File: src/rtl/core/atcc_pkg.sv
// atcc_pkg: shared constants, result type and colour helpers for the ansi text console
// cursor block. no dependencies; imported by every module of the block.
package atcc_pkg;

  localparam int DEF_MAX_ROWS    = 64;
  localparam int DEF_MAX_COLUMNS = 128;
  localparam int DEF_TAB_STOP    = 8;

  localparam logic [6:0] ROW_COUNT_RESET    = 7'd25;
  localparam logic [7:0] COLUMN_COUNT_RESET = 8'd80;

  localparam logic REG_ROW_COUNT    = 1'b0;
  localparam logic REG_COLUMN_COUNT = 1'b1;

  localparam logic [7:0] CHAR_BS     = 8'h08;
  localparam logic [7:0] CHAR_TAB    = 8'h09;
  localparam logic [7:0] CHAR_LF     = 8'h0A;
  localparam logic [7:0] CHAR_CR     = 8'h0D;
  localparam logic [7:0] CHAR_ESC    = 8'h1B;
  localparam logic [7:0] CHAR_SPACE  = 8'h20;
  localparam logic [7:0] CHAR_ZERO   = 8'h30;
  localparam logic [7:0] CHAR_NINE   = 8'h39;
  localparam logic [7:0] CHAR_SEMI   = 8'h3B;
  localparam logic [7:0] CHAR_LBRACK = 8'h5B;
  localparam logic [7:0] CHAR_SGR    = 8'h6D;
  localparam logic [7:0] FINAL_LO    = 8'h40;
  localparam logic [7:0] FINAL_HI    = 8'h7E;

  localparam logic [7:0] SGR_RESET     = 8'd0;
  localparam logic [7:0] SGR_FORE_BASE = 8'd30;
  localparam logic [7:0] SGR_BACK_BASE = 8'd40;

  localparam logic [23:0] COLOUR_WHITE = 24'hFFFFFF;
  localparam logic [23:0] COLOUR_BLACK = 24'h000000;

  typedef struct packed {
    logic        row_clear;
    logic [5:0]  cleared_row;
    logic        cell_write;
    logic [5:0]  cell_row;
    logic [6:0]  cell_column;
    logic [7:0]  cell_char;
    logic [23:0] cell_fore;
    logic [23:0] cell_back;
  } res_t;

  typedef struct packed {
    logic [23:0] fore;
    logic [23:0] back;
  } colour_pair_t;

  typedef struct packed {
    logic norm_start;
    logic step_load;
  } ring_ctrl_t;

  function automatic logic [23:0] palette(logic [2:0] idx);
    logic [23:0] c;
    case (idx)
      3'd0:    c = 24'h000000;
      3'd1:    c = 24'hFF0000;
      3'd2:    c = 24'h00FF00;
      3'd3:    c = 24'hF08000;
      3'd4:    c = 24'h0000FF;
      3'd5:    c = 24'hFF00FF;
      3'd6:    c = 24'h008080;
      default: c = 24'h808080;
    endcase
    return c;
  endfunction

  function automatic colour_pair_t apply_sgr(logic [7:0] code, colour_pair_t cur);
    colour_pair_t r;
    logic [7:0]   off_f;
    logic [7:0]   off_b;
    r     = cur;
    off_f = code - SGR_FORE_BASE;
    off_b = code - SGR_BACK_BASE;
    if (code == SGR_RESET) begin
      r.fore = COLOUR_WHITE;
      r.back = COLOUR_BLACK;
    end else if (code >= SGR_FORE_BASE && code <= SGR_FORE_BASE + 8'd7) begin
      r.fore = palette(off_f[2:0]);
    end else if (code >= SGR_BACK_BASE && code <= SGR_BACK_BASE + 8'd7) begin
      r.back = palette(off_b[2:0]);
    end
    return r;
  endfunction

  function automatic logic [8:0] clamp_count(logic [8:0] v, int unsigned lim);
    logic [8:0] r;
    if (v == 9'd0) begin
      r = 9'd1;
    end else if (32'(v) > lim) begin
      r = 9'(lim);
    end else begin
      r = v;
    end
    return r;
  endfunction

endpackage

File: src/rtl/core/atcc_ring_base.sv
// atcc_ring_base: raw and normalized top-row offset of the text ring buffer.
// reduces the offset modulo a newly written row count one quotient bit per cycle.
// depends on atcc_pkg.
module atcc_ring_base #(
  parameter int MAX_ROWS = atcc_pkg::DEF_MAX_ROWS
) (
  input  logic                            clk_i,
  input  logic                            rst_ni,
  input  atcc_pkg::ring_ctrl_t            ctrl_i,
  input  logic [$clog2(MAX_ROWS+1)-1:0]   rows_new_i,
  input  logic [$clog2(MAX_ROWS)-1:0]     top_new_i,
  output logic [$clog2(MAX_ROWS)-1:0]     base_o,
  output logic                            busy_o
);
  import atcc_pkg::*;

  localparam int RCW = $clog2(MAX_ROWS + 1);
  localparam int RIW = $clog2(MAX_ROWS);
  localparam int DW  = RCW + RIW;
  localparam int KW  = $clog2(RIW + 1);

  logic [RIW-1:0] top_q, top_d;
  logic [RIW-1:0] base_q, base_d;
  logic [DW-1:0]  div_q, div_d;
  logic [KW-1:0]  cnt_q, cnt_d;

  always_comb begin
    top_d  = top_q;
    base_d = base_q;
    div_d  = div_q;
    cnt_d  = cnt_q;
    if (ctrl_i.norm_start) begin
      base_d = top_q;
      div_d  = DW'(rows_new_i) << (RIW - 1);
      cnt_d  = KW'(RIW);
    end else if (cnt_q != '0) begin
      if (DW'(base_q) >= div_q) begin
        base_d = RIW'(DW'(base_q) - div_q);
      end
      div_d = div_q >> 1;
      cnt_d = cnt_q - KW'(1);
    end else if (ctrl_i.step_load) begin
      top_d  = top_new_i;
      base_d = top_new_i;
    end
  end

  always_ff @(posedge clk_i or negedge rst_ni) begin
    if (!rst_ni) begin
      top_q  <= '0;
      base_q <= '0;
      cnt_q  <= '0;
    end else begin
      top_q  <= top_d;
      base_q <= base_d;
      cnt_q  <= cnt_d;
    end
  end

  always_ff @(posedge clk_i) begin
    div_q <= div_d;
  end

  assign base_o = base_q;
  assign busy_o = (cnt_q != '0);

endmodule

File: src/rtl/core/atcc_out_buf.sv
// atcc_out_buf: output register with a skid entry for result items, so the input
// side keeps running while a result waits. depends on atcc_pkg.
module atcc_out_buf (
  input  logic           clk_i,
  input  logic           rst_ni,
  input  logic           in_valid_i,
  output logic           in_ready_o,
  input  atcc_pkg::res_t in_data_i,
  output logic           out_valid_o,
  input  logic           out_ready_i,
  output atcc_pkg::res_t out_data_o
);
  import atcc_pkg::*;

  logic out_valid_q, out_valid_d;
  logic skid_valid_q, skid_valid_d;
  res_t out_q, out_d;
  res_t skid_q, skid_d;

  always_comb begin
    out_valid_d  = out_valid_q;
    skid_valid_d = skid_valid_q;
    out_d        = out_q;
    skid_d       = skid_q;
    if (skid_valid_q) begin
      if (out_ready_i) begin
        out_d        = skid_q;
        skid_valid_d = 1'b0;
      end
    end else if (out_valid_q && !out_ready_i) begin
      if (in_valid_i) begin
        skid_d       = in_data_i;
        skid_valid_d = 1'b1;
      end
    end else begin
      out_valid_d = in_valid_i;
      if (in_valid_i) begin
        out_d = in_data_i;
      end
    end
  end

  always_ff @(posedge clk_i or negedge rst_ni) begin
    if (!rst_ni) begin
      out_valid_q  <= 1'b0;
      skid_valid_q <= 1'b0;
    end else begin
      out_valid_q  <= out_valid_d;
      skid_valid_q <= skid_valid_d;
    end
  end

  always_ff @(posedge clk_i) begin
    out_q  <= out_d;
    skid_q <= skid_d;
  end

  assign in_ready_o  = !skid_valid_q;
  assign out_valid_o = out_valid_q;
  assign out_data_o  = out_q;

endmodule

File: src/rtl/core/ansi_text_console_cursor_top.sv
// ansi_text_console_cursor_top: cursor, ring offset, sgr colour parser and cell/row-clear
// result stream. depends on atcc_pkg, atcc_ring_base and atcc_out_buf.
//
//   channel   dir  handshake                    payload
//   s_axis    in   s_axis_tvalid/tready         tdata[7:0] char_in
//   m_axis    out  m_axis_tvalid/tready         tdata cell fields, tuser write/clear flags
//   cfg       in   cfg_valid_i/cfg_ready_o      cfg_index_i register, cfg_data_i value
//
// one character per cycle; each request is decoded in a single pass into the state
// registers and at most one result, held in an output register plus a skid entry.
// s_axis_tready drops only while the skid entry is full, and after a row_count write
// while the ring offset is reduced.
// reset: cursor home, offset 0, white on black, 25 rows by 80 columns.
module ansi_text_console_cursor_top #(
  parameter int MAX_ROWS    = atcc_pkg::DEF_MAX_ROWS,
  parameter int MAX_COLUMNS = atcc_pkg::DEF_MAX_COLUMNS,
  parameter int TAB_STOP    = atcc_pkg::DEF_TAB_STOP
) (
  input  logic        clk_i,
  input  logic        rst_ni,
  input  logic        s_axis_tvalid,
  output logic        s_axis_tready,
  input  logic [7:0]  s_axis_tdata,   // char_in
  output logic        m_axis_tvalid,
  input  logic        m_axis_tready,
  // cell_row, cell_column, cell_char, cell_fore, cell_back, cleared_row, zero pad
  output logic [79:0] m_axis_tdata,
  output logic [1:0]  m_axis_tuser,   // cell_write, row_clear
  input  logic        cfg_valid_i,
  output logic        cfg_ready_o,
  input  logic        cfg_index_i,
  input  logic [7:0]  cfg_data_i
);
  import atcc_pkg::*;

  localparam int RCW = $clog2(MAX_ROWS + 1);
  localparam int RIW = $clog2(MAX_ROWS);
  localparam int CCW = $clog2(MAX_COLUMNS + 1);
  localparam int CIW = $clog2(MAX_COLUMNS);
  localparam int TNW = CIW + 5;
  localparam int TPW = CIW + 17;
  // rounded-up reciprocal; exact quotient for columns below 256 and stops up to 16
  localparam int TAB_RECIP = (1 << 16) / TAB_STOP + 1;

  localparam logic [1:0] PH_TEXT = 2'd0;
  localparam logic [1:0] PH_ESC  = 2'd1;
  localparam logic [1:0] PH_CSI  = 2'd2;

  logic [6:0]     row_count_q, row_count_d;
  logic [7:0]     column_count_q, column_count_d;
  logic [RIW-1:0] crow_q, crow_d;
  logic [CIW-1:0] ccol_q, ccol_d;
  logic [23:0]    fore_q, fore_d, back_q, back_d;
  logic [23:0]    pfore_q, pfore_d, pback_q, pback_d;
  logic [1:0]     phase_q, phase_d;
  logic [7:0]     param_q, param_d;

  logic           cfg_we;
  logic           accept;
  logic [7:0]     ch;
  logic [RCW-1:0] rows, rows_m1, rows_new;
  logic [CCW-1:0] cols, cols_m1;
  logic [RIW-1:0] cr, tb, tb_inc, phys, base_new;
  logic [CIW-1:0] cc;
  logic [RCW:0]   phys_sum;
  logic [TPW-1:0] tab_prod;
  logic [CIW-1:0] tab_quot;
  logic [TNW-1:0] tab_next;
  logic           tab_wrap;
  logic [CCW-1:0] pr_next;
  logic           pr_wrap;
  logic           last_row;
  logic [11:0]    digit_sum;
  colour_pair_t   sgr_new;
  logic           norm_busy;
  ring_ctrl_t     ring_ctrl;
  res_t           res;
  logic           res_valid;
  logic           buf_ready;
  res_t           out_res;

  assign cfg_ready_o = 1'b1;
  assign cfg_we      = cfg_valid_i && cfg_ready_o;
  assign accept      = s_axis_tvalid && s_axis_tready;
  assign ch          = s_axis_tdata;

  assign rows     = RCW'(clamp_count(9'(row_count_q), MAX_ROWS));
  assign cols     = CCW'(clamp_count(9'(column_count_q), MAX_COLUMNS));
  assign rows_new = RCW'(clamp_count(9'(cfg_data_i[6:0]), MAX_ROWS));
  assign rows_m1  = rows - RCW'(1);
  assign cols_m1  = cols - CCW'(1);

  assign cr = (RCW'(crow_q) > rows_m1) ? RIW'(rows_m1) : crow_q;
  assign cc = (CCW'(ccol_q) > cols_m1) ? CIW'(cols_m1) : ccol_q;

  assign phys_sum = (RCW+1)'(tb) + (RCW+1)'(cr);
  assign phys     = (phys_sum >= (RCW+1)'(rows)) ? RIW'(phys_sum - (RCW+1)'(rows))
                                                 : RIW'(phys_sum);
  assign tb_inc   = ((RCW'(tb) + RCW'(1)) == rows) ? '0 : tb + RIW'(1);
  assign last_row = (RCW'(cr) == rows_m1);

  assign tab_prod = TPW'(cc) * TPW'(TAB_RECIP);
  assign tab_quot = CIW'(tab_prod >> 16);
  assign tab_next = (TNW'(tab_quot) + TNW'(1)) * TNW'(TAB_STOP);
  assign tab_wrap = tab_next >= TNW'(cols);
  assign pr_next  = CCW'(cc) + CCW'(1);
  assign pr_wrap  = pr_next >= cols;

  assign digit_sum = 12'(param_q) * 12'd10 + 12'(ch - CHAR_ZERO);
  assign sgr_new   = apply_sgr(param_q, '{fore: pfore_q, back: pback_q});

  always_comb begin
    row_count_d    = row_count_q;
    column_count_d = column_count_q;
    if (cfg_we) begin
      case (cfg_index_i)
        REG_ROW_COUNT:    row_count_d    = cfg_data_i[6:0];
        REG_COLUMN_COUNT: column_count_d = cfg_data_i;
        default: ;
      endcase
    end
  end

  always_comb begin
    logic row_inc;
    row_inc   = 1'b0;
    crow_d    = crow_q;
    ccol_d    = ccol_q;
    fore_d    = fore_q;
    back_d    = back_q;
    pfore_d   = pfore_q;
    pback_d   = pback_q;
    phase_d   = phase_q;
    param_d   = param_q;
    base_new  = tb;
    res       = '0;
    if (accept) begin
      crow_d = cr;
      ccol_d = cc;
      case (phase_q)
        PH_ESC: begin
          if (ch == CHAR_LBRACK) begin
            phase_d = PH_CSI;
            param_d = '0;
          end else begin
            phase_d = PH_TEXT;
          end
        end
        PH_CSI: begin
          if (ch >= CHAR_ZERO && ch <= CHAR_NINE) begin
            param_d = (digit_sum > 12'd255) ? 8'd255 : digit_sum[7:0];
          end else if (ch == CHAR_SEMI) begin
            pfore_d = sgr_new.fore;
            pback_d = sgr_new.back;
            param_d = '0;
          end else if (ch == CHAR_SGR) begin
            pfore_d = sgr_new.fore;
            pback_d = sgr_new.back;
            fore_d  = sgr_new.fore;
            back_d  = sgr_new.back;
            phase_d = PH_TEXT;
            param_d = '0;
          end else if (ch == CHAR_ESC) begin
            phase_d = PH_ESC;
            param_d = '0;
            pfore_d = fore_q;
            pback_d = back_q;
          end else if (ch >= FINAL_LO && ch <= FINAL_HI) begin
            phase_d = PH_TEXT;
            param_d = '0;
          end
        end
        default: begin
          phase_d = PH_TEXT;
          if (ch == CHAR_ESC) begin
            phase_d = PH_ESC;
            param_d = '0;
            pfore_d = fore_q;
            pback_d = back_q;
          end else if (ch == CHAR_BS) begin
            ccol_d          = (cc != '0) ? cc - CIW'(1) : cc;
            res.cell_write  = 1'b1;
            res.cell_row    = 6'(phys);
            res.cell_column = 7'(ccol_d);
            res.cell_char   = CHAR_SPACE;
            res.cell_fore   = fore_q;
            res.cell_back   = back_q;
          end else if (ch == CHAR_TAB) begin
            if (tab_wrap) begin
              ccol_d  = '0;
              row_inc = 1'b1;
            end else begin
              ccol_d = CIW'(tab_next);
            end
          end else if (ch == CHAR_LF) begin
            ccol_d  = '0;
            row_inc = 1'b1;
          end else if (ch == CHAR_CR) begin
            ccol_d = '0;
          end else begin
            res.cell_write  = 1'b1;
            res.cell_row    = 6'(phys);
            res.cell_column = 7'(cc);
            res.cell_char   = ch;
            res.cell_fore   = fore_q;
            res.cell_back   = back_q;
            if (pr_wrap) begin
              ccol_d  = '0;
              row_inc = 1'b1;
            end else begin
              ccol_d = CIW'(pr_next);
            end
          end
          if (row_inc) begin
            if (last_row) begin
              res.row_clear   = 1'b1;
              res.cleared_row = 6'(tb);
              base_new        = tb_inc;
            end else begin
              crow_d = cr + RIW'(1);
            end
          end
        end
      endcase
    end
  end

  assign res_valid = accept && (res.cell_write || res.row_clear);

  always_ff @(posedge clk_i or negedge rst_ni) begin
    if (!rst_ni) begin
      row_count_q    <= ROW_COUNT_RESET;
      column_count_q <= COLUMN_COUNT_RESET;
      crow_q         <= '0;
      ccol_q         <= '0;
      fore_q         <= COLOUR_WHITE;
      back_q         <= COLOUR_BLACK;
      pfore_q        <= COLOUR_WHITE;
      pback_q        <= COLOUR_BLACK;
      phase_q        <= PH_TEXT;
      param_q        <= '0;
    end else begin
      row_count_q    <= row_count_d;
      column_count_q <= column_count_d;
      crow_q         <= crow_d;
      ccol_q         <= ccol_d;
      fore_q         <= fore_d;
      back_q         <= back_d;
      pfore_q        <= pfore_d;
      pback_q        <= pback_d;
      phase_q        <= phase_d;
      param_q        <= param_d;
    end
  end

  assign ring_ctrl.norm_start = cfg_we && (cfg_index_i == REG_ROW_COUNT);
  assign ring_ctrl.step_load  = accept;

  atcc_ring_base #(
    .MAX_ROWS (MAX_ROWS)
  ) u_ring_base (
    .clk_i      (clk_i),
    .rst_ni     (rst_ni),
    .ctrl_i     (ring_ctrl),
    .rows_new_i (rows_new),
    .top_new_i  (base_new),
    .base_o     (tb),
    .busy_o     (norm_busy)
  );

  assign s_axis_tready = !norm_busy && buf_ready;

  atcc_out_buf u_out_buf (
    .clk_i       (clk_i),
    .rst_ni      (rst_ni),
    .in_valid_i  (res_valid),
    .in_ready_o  (buf_ready),
    .in_data_i   (res),
    .out_valid_o (m_axis_tvalid),
    .out_ready_i (m_axis_tready),
    .out_data_o  (out_res)
  );

  assign m_axis_tdata = {5'd0, out_res.cleared_row, out_res.cell_back, out_res.cell_fore,
                         out_res.cell_char, out_res.cell_column, out_res.cell_row};
  assign m_axis_tuser = {out_res.row_clear, out_res.cell_write};

endmodule

File: config.mk
export PLATFORM = sky130hd
export DESIGN_NAME = ansi_text_console_cursor_top
export DESIGN_NICKNAME = d
export VERILOG_FILES = /design/src/rtl/core/atcc_pkg.sv /design/src/rtl/core/atcc_ring_base.sv /design/src/rtl/core/atcc_out_buf.sv /design/src/rtl/core/ansi_text_console_cursor_top.sv
export SDC_FILE = /design/constraint.sdc
export NUM_CORES = 1
export LEC_CHECK = 0
export ABC_CLOCK_PERIOD_IN_PS = 26900
export BUFFER_PORTS_ARGS = -buffer_cell sky130_fd_sc_hd__buf_2
export CORE_MARGIN = 4
export CORE_UTILIZATION = 30
export CTS_CLUSTER_SIZE = 12
export DETAILED_ROUTE_END_ITERATION = 16
export GPL_ROUTABILITY_DRIVEN = 0
export GPL_TIMING_DRIVEN = 0
export HOLD_SLACK_MARGIN = 0.12
export SYNTH_ARGS = -nofsm -noshare
export SYNTH_HDL_FRONTEND = slang
export SYNTH_SLANG_ARGS = --single-unit
File: constraint.sdc
create_clock -name clk_i -period 26.9 [get_ports clk_i]
set_clock_uncertainty 0.1 [all_clocks]
set_input_delay 5.38 -clock clk_i [delete_from_list [all_inputs] [get_ports clk_i]]
set_output_delay 5.38 -clock clk_i [all_outputs]
set_load 0.02 [all_outputs]
==> results.md, run 1 <==
- Data arrival time of the critical path: 9.69 ns
- Final Hold Fails: 0
- Initial Utilization: 30.2%
- Total number of yosys warnings: 0
- DIE AREA: 62000 sq um
- Layout cells sized above 1: 16.3%
- Drt pass-1 iters: 7
- Hold_buf cts: 0
- Vias in the first global route: 13000
- RSZ-0062 raised after global routing: false
- DRC viols: 0
- Cts repair resizes: 0
- Min Tclk post-route: 9.52 ns
- Area grow syn2layout: 15.4%
- Cell Count, Final, Fillers Out: 2590
- Worst-Skew Late Latency: 0.54 ns
- M1 WL: 20900 microns
- Area after DPL: 19000 sq um
- Async S/R FF share, synth: 47.6%
- Final wirelength: 44900 microns
- CP Max Fanout: 41
- Cell area after layout: 20100 sq um
- Final Net Count: 1907
- Total CTS buffers: 34
- PortBufs: 99
- Final setup fails: 0
- Worst-path clk slew: 0.06 ns
- Final ANT Viol Nets: 0
- Critical path's top delay family: buffers and inverters
- Mapped Area: 17400 sq um
- Total global-route track usage: 14.0%
- R2r startpoint: column_count_q[3]$_DFFE_PN0P_
- R2r setup slk: 17.44 ns
- Hold path startpoint: u_ring_base.div_q[3]$_SDFFE_PP0N_
- Area of the core: 57600 sq um
- CP Capture Type: register
- Worst path bufs/invs: 6
- Setup ws final: 17.38 ns
- Ys flop type: edfxtp_1
- Final cycle utilization of the critical path: 35.4%
- Global-route wire length before repair: 72400 microns
- Post-synthesis sequential area ratio: 50.4%
- TNS Setup: 0 ns
- Fmax: 105 MHz
- Placed cells: 2524
- Io pins: 107
- Largest net degree at the start of global routing: 84
- Crit path kind: input pin to register
- Critical-path cell list: buf_2, clkbuf_1, nand2_1, nor3_1, nand2_1, nand2_1, nor2_1, o21ai_1, inv_1, clkbuf_1, o32a_2, buf_16, buf_12
- Worst Setup Start Kind: input pin
- WL per Instance: 17.3 microns
- WL met2: 20300 microns
- Post-CTS setup buffer count: 0
- Via/cell ratio: 5.13
- Cell Rows: 88
- Number of distinct library cells after synthesis: 88
- DP HPWL: 32800 microns
- Max stage delay on crit path: 0.66 ns
- Max-Cap Viols: 0
- Crit path top cell by count: nand2_1
- Max-Slew Margin vs Limit: 28.7%
- Vias after detailed routing: 13300
- Critical path required time: 27.06 ns
- Mapped Cells: 1651
- WL met3: 2240 microns
- Register bit total from synthesis: 317
- Setup WS pre-CTS: 16.85 ns
- CP max stage cell: o32a_2
- DR top layer: met5
- Avg Synthesized Cell Area: 10.5 sq um
- Critical path launch point: s_axis_tdata[1]
- Post-synth EDFFs: 161
- Antenna violations before repair: 5
- Util after Layout: 34.9%
- Root Buffer: clkbuf_16
- Power Density: 80.2 nW/um^2
- Slew Viols, Final: 0
- Clock Sink Count: 317
- Die Wd: 249 microns
- CTS max path bufs: 3
- Die Y-Extent: 249 microns
- GRT overflow: 0
- Worst Tran Pin Value: 1.07 ns
- DRT iter0 DRCs: 1153
- H-tree Lvls: 2
- Peak VDD IR: 0.0419 mV
- Leakage Power: 0.00861 uW
- Status: completed
- CTS tree: done
- Worst Hold Class: register to register
[synth_stat cells, types with 9 or more instances]
library cell  count  area, sq um
edfxtp_1        161         4830
a21oi_1         138          691
nand2_1         118          443
nor2_1          108          405
a21o_1          107          803
dfrtp_1          98         2450
ha_1             84         1050
inv_1            77          289
clkbuf_1         74          278
and2_1           59          369
mux2_2           58          653
o22ai_1          55          344
dfstp_2          53         1390
xnor2_1          42          368
o21ai_0          41          205
nand3_1          32          160
nor3_1           32          160
o21ai_1          29          145
o21a_1           25          188
mux2i_1          17          170
and3_1           16          100
xor2_1           16          140
nor2b_1          13         81.3
o211ai_1         12         90.1
nand2b_1         10         62.6
o21bai_1         10         75.1
or3_1            10         62.6
nor4_1            9         56.3
[cells by family after synthesis]
logic type      after synthesis  share of synthesized area (%)
mux                          75                           4.73
xor+xnor                     58                           2.92
fa+ha+maj                    89                           6.61
other cells                   2                         0.0431
buf+inv                     170                           3.88
compound gates              497                           18.8
simple gates                443                           12.6
flops                       317                           50.4
[state kept, by name, summed over array words and instances (netlist names), 12 cells and up]
signal / cells
u_ring_base.div_q: 12
back_q: 24
u_out_buf.out_data_o: 77
pback_q: 24
u_out_buf.skid_q: 77
pfore_q: 24
fore_q: 24
[worst register-to-register path, delay by kind of cell (launching register included)]
kind,cells,cell delay [ns]
simple gates,12,3.34
buf+inv,7,1.72
xor+xnor,1,0.26
flops,1,0.47
compound gates,11,2.37
fa+ha+maj,4,0.87
[routing by layer]
metal,vias to the layer above,GRT usage [%]
met5,-,0
met4,4,5.02
met3,92,2.55
met2,340,22.0
met1,6520,19.5
li1,6318,-
[placed cells by master, fill, tap and decap left out, types with 42 or more instances in the layout]
cell	netlist	final
xnor2_1	42	42
buf_2	5	103
edfxtp_1	161	161
ha_1	84	84
dfrtp_1	98	98
nand2_1	118	118
mux2_2	58	58
a21oi_1	138	138
o22ai_1	55	55
dfstp_2	53	53
a21o_1	107	107
inv_1	77	77
nor2_1	108	107
and2_1	59	59
clkbuf_1	74	94
[cell type report]
class,count,area (sq um)
antenna,3,7.51
buffer,91,378
clock buffer,55,951
clock inverter,7,111
fill,5716,37500
inverter,79,298
multi-input combinational,1168,7990
sequential,317,8780
tap,765,957
timing repair buffer,105,629
[where the power goes]
part | internal [uW] | switching (uW) | total (uW)
Sequential | 553 | 31.3 | 584
Clock | 263 | 194 | 457
Combinational | 222 | 349 | 571
[per-stage QoR]
stage / total power [uW] / hold slack (ns)
finish: 1610 / 0.371
global route: 1720 / 0.392
CTS: 1620 / 0.374
detailed placement: 1150 / 0.366
global placement: 1140 / 0.358
floorplan: 1000 / 0.336
[final timing paths]
check / to / cells past startpoint
max in group asynchronous: fore_q[0]$_DFFE_PN1P_ / 2
min in group asynchronous: ccol_q[2]$_DFFE_PN0P_ / 1
min reg2reg: u_ring_base.div_q[3]$_SDFFE_PP0N_ / 2
min: u_ring_base.div_q[3]$_SDFFE_PP0N_ / 2
max: u_out_buf.out_data_o[24]$_DFFE_PP_ / 13
max reg2reg: u_out_buf.skid_q[24]$_DFFE_PP_ / 35
Power figures use the tool's default switching activity.
==> run 2, diff against run 1 <==
--- a/config.mk
+++ b/config.mk
@@ -5,7 +5,7 @@
 export SDC_FILE = /design/constraint.sdc
 export NUM_CORES = 1
 export LEC_CHECK = 0
-export ABC_CLOCK_PERIOD_IN_PS = 26900
+export ABC_CLOCK_PERIOD_IN_PS = 10000
 export BUFFER_PORTS_ARGS = -buffer_cell sky130_fd_sc_hd__buf_2
 export CORE_MARGIN = 4
 export CORE_UTILIZATION = 30
==> constraint.sdc (replaced) <==
create_clock -name clk_i -period 10 [get_ports clk_i]
set_clock_uncertainty 0.1 [all_clocks]
set_input_delay 2 -clock clk_i [delete_from_list [all_inputs] [get_ports clk_i]]
set_output_delay 2 -clock clk_i [all_outputs]
set_load 0.02 [all_outputs]
==> results.md, run 2 (synthesized netlist as in run 1, its figures left out) <==
- Worst-Skew Late Latency: 0.53 ns (about the same)
- CTS max path bufs: 3 (unchanged)
- Max stage delay on crit path: 0.58 ns (-0.08 ns)
- Filler cell count: 5704 (-0.21%)
- Power Density: 218 nW/um^2 (+170%)
- Final Net Count: 1910 (+0.16%)
- Worst Hold Path EP: u_ring_base.div_q[3]$_SDFFE_PP0N_
- Data arrival time of the critical path: 9.34 ns (-0.35 ns)
- Commonest cells after routing, fill and taps aside: edfxtp_1, a21oi_1, nand2_1, nor2_1, a21o_1
- Drt pass-1 iters: 5 (-2)
- Total global-route track usage: 14.0% (-0.050 points)
- Final Hold Fails: 0 (unchanged)
- Die Wd: 249 microns (unchanged)
- Global-route wire length before repair: 72400 microns (unchanged)
- Placed cells: 2525 (+0.040%)
- CTS tree: done
- Crit path top cell by count: ha_1
- Peak VDD IR: 0.120 mV (+190%)
- Worst Hold Class: register to register
- Worst reg2reg path endpoint: u_out_buf.out_data_o[33]$_DFFE_PP_
- DIE AREA: 62000 sq um (unchanged)
- WL per Instance: 17.4 microns (+0.34%)
- Slew Viols, Final: 0 (unchanged)
- Die Y-Extent: 249 microns (unchanged)
- Reg2reg path depth: 33 (-5.7%)
- Final setup fails: 0 (unchanged)
- Via/cell ratio: 5.12 (-0.16%)
- Final ANT Viol Nets: 0 (unchanged)
- Critical path required time: 10.10 ns (-16.96 ns)
- Fmax: 108 MHz
- Max-Cap Viols: 0 (unchanged)
- Multi-input gate area: 8000 sq um (+0.17%)
- Util after Layout: 35.1% (+0.20 points)
- Final cycle utilization of the critical path: 92.3%
- Sequential cell area: 8780 sq um (unchanged)
- DRT iter0 DRCs: 941 (-18%)
- Hold Path Depth: 2 (unchanged)
- CP Capture Type: register
- Antenna violations before repair: 6 (+1)
- Vias after detailed routing: 13300 (-0.045%)
- Root Buffer: clkbuf_16
- R2r setup slk: 0.77 ns (-16.67 ns)
- Hold slack: 0.371 ns (+0.0000860 ns)
- CP max stage cell: a2111oi_2
- H-tree Lvls: 2 (unchanged)
- Hold path startpoint: u_ring_base.div_q[3]$_SDFFE_PP0N_
- DP HPWL: 32900 microns (+0.37%)
- Io pins: 107 (unchanged)
- Cell Count, Final, Fillers Out: 2593 (+0.12%)
- Area grow syn2layout: 16.1%
- Clock Sink Count: 317 (unchanged)
- Initial Utilization: 30.2% (unchanged)
- Vias in the first global route: 13200 (+1.4%)
- Cts repair resizes: 0 (unchanged)
- Hold_buf cts: 0 (unchanged)
- Largest net degree at the start of global routing: 89 (+6.0%)
- DRC viols: 0 (unchanged)
- CP Max Fanout: 41 (unchanged)
- RSZ-0062 raised after global routing: false
- Final wirelength: 45100 microns (+0.46%)
- PortBufs: 99 (unchanged)
- R2r startpoint: column_count_q[3]$_DFFE_PN0P_
- Layout cells sized above 1: 16.7% (+0.40 points)
- Crit path kind: register to register
- Total CTS buffers: 35 (+2.9%)
- Area of the core: 57600 sq um (unchanged)
- Min Tclk post-route: 9.23 ns
- Leakage Power: 0.00867 uW (+0.77%)
- Cell Rows: 88 (unchanged)
- Commonest non-fill, non-tap cell in the layout: edfxtp_1
- Worst-path clk slew: 0.06 ns (about the same)
- GRT overflow: 0 (unchanged)
- Worst Setup Start Kind: register
- Status: completed
- Worst Tran Pin Value: 1.08 ns (+0.0139 ns)
- Max-Slew Margin vs Limit: 27.3% (-1.4 points)
run 2: layout make-up:
| type | instances | share of cell area (%) |
|---|---|---|
| antenna | 2 | 0.0248 |
| timing repair buffer | 106 | 3.26 |
| sequential | 317 | 43.4 |
| inverter | 79 | 1.47 |
| tap | 765 | 4.73 |
| clock inverter | 11 | 0.712 |
| clock buffer | 53 | 4.92 |
| buffer | 91 | 1.87 |
| multi-input combinational | 1169 | 39.6 |
run 2: worst max path at each step:
stage,depth (start not counted),to,slack [ns],startpoint
global route,34,u_out_buf.out_data_o[38]$_DFFE_PP_,0.06,column_count_q[3]$_DFFE_PN0P_
global placement,33,u_out_buf.skid_q[39]$_DFFE_PP_,-1.24,column_count_q[3]$_DFFE_PN0P_
detailed placement,35,u_out_buf.skid_q[44]$_DFFE_PP_,0.66,column_count_q[3]$_DFFE_PN0P_
floorplan,33,u_out_buf.skid_q[0]$_DFFE_PP_,1.25,column_count_q[4]$_DFFE_PN1P_
CTS,35,u_out_buf.skid_q[31]$_DFFE_PP_,0.64,column_count_q[3]$_DFFE_PN0P_
finish,33,u_out_buf.out_data_o[33]$_DFFE_PP_,0.77,column_count_q[3]$_DFFE_PN0P_
run 2: worst max-delay path, delay by kind of cell (launching register included):
kind            cells  cell delay [ns]
compound gates     10             2.67
buf+inv             7             1.76
fa+ha+maj           4             0.95
flops               1             0.47
simple gates       11             2.73
xor+xnor            1             0.19
run 2: where the power goes:
| part | switching, uW | total [uW] | internal (uW) |
|---|---|---|---|
| logic | 939 | 1540 | 599 |
| clock network | 526 | 1290 | 769 |
| registers | 84.5 | 1570 | 1490 |
| total | 1550 | 4400 | 2850 |
run 2: repair_timing:
item	in CTS	in global routing
endpoints found under the setup margin	0	35
setup buffers	0	1
hold endpoints to repair	0	0
run 2: stage by stage:
step / total power, uW / setup slack [ns] / setup TNS [ns] / instance area, sq um
2_1_floorplan: 2700 / 1.25 / 0 / 17400
3_3_place_gp: 3060 / -1.24 / -175.46 / 18900
3_5_place_dp: 3110 / 0.657 / 0 / 19100
4_1_cts: 4430 / 0.636 / 0 / 20200
5_1_grt: 4680 / 0.0644 / 0 / 20200
6_report: 4400 / 0.767 / 0 / 20200
run 2: metal layers:
metal	up-vias	GRT usage, %	part of all wire [%]	wire [microns]
met4	8	4.50	2.9	1320
li1	6335	-	-	-
met1	6483	19.1	46	20800
met3	97	2.85	5.6	2510
met5	-	0	0.11	51
met2	345	22.4	45	20500
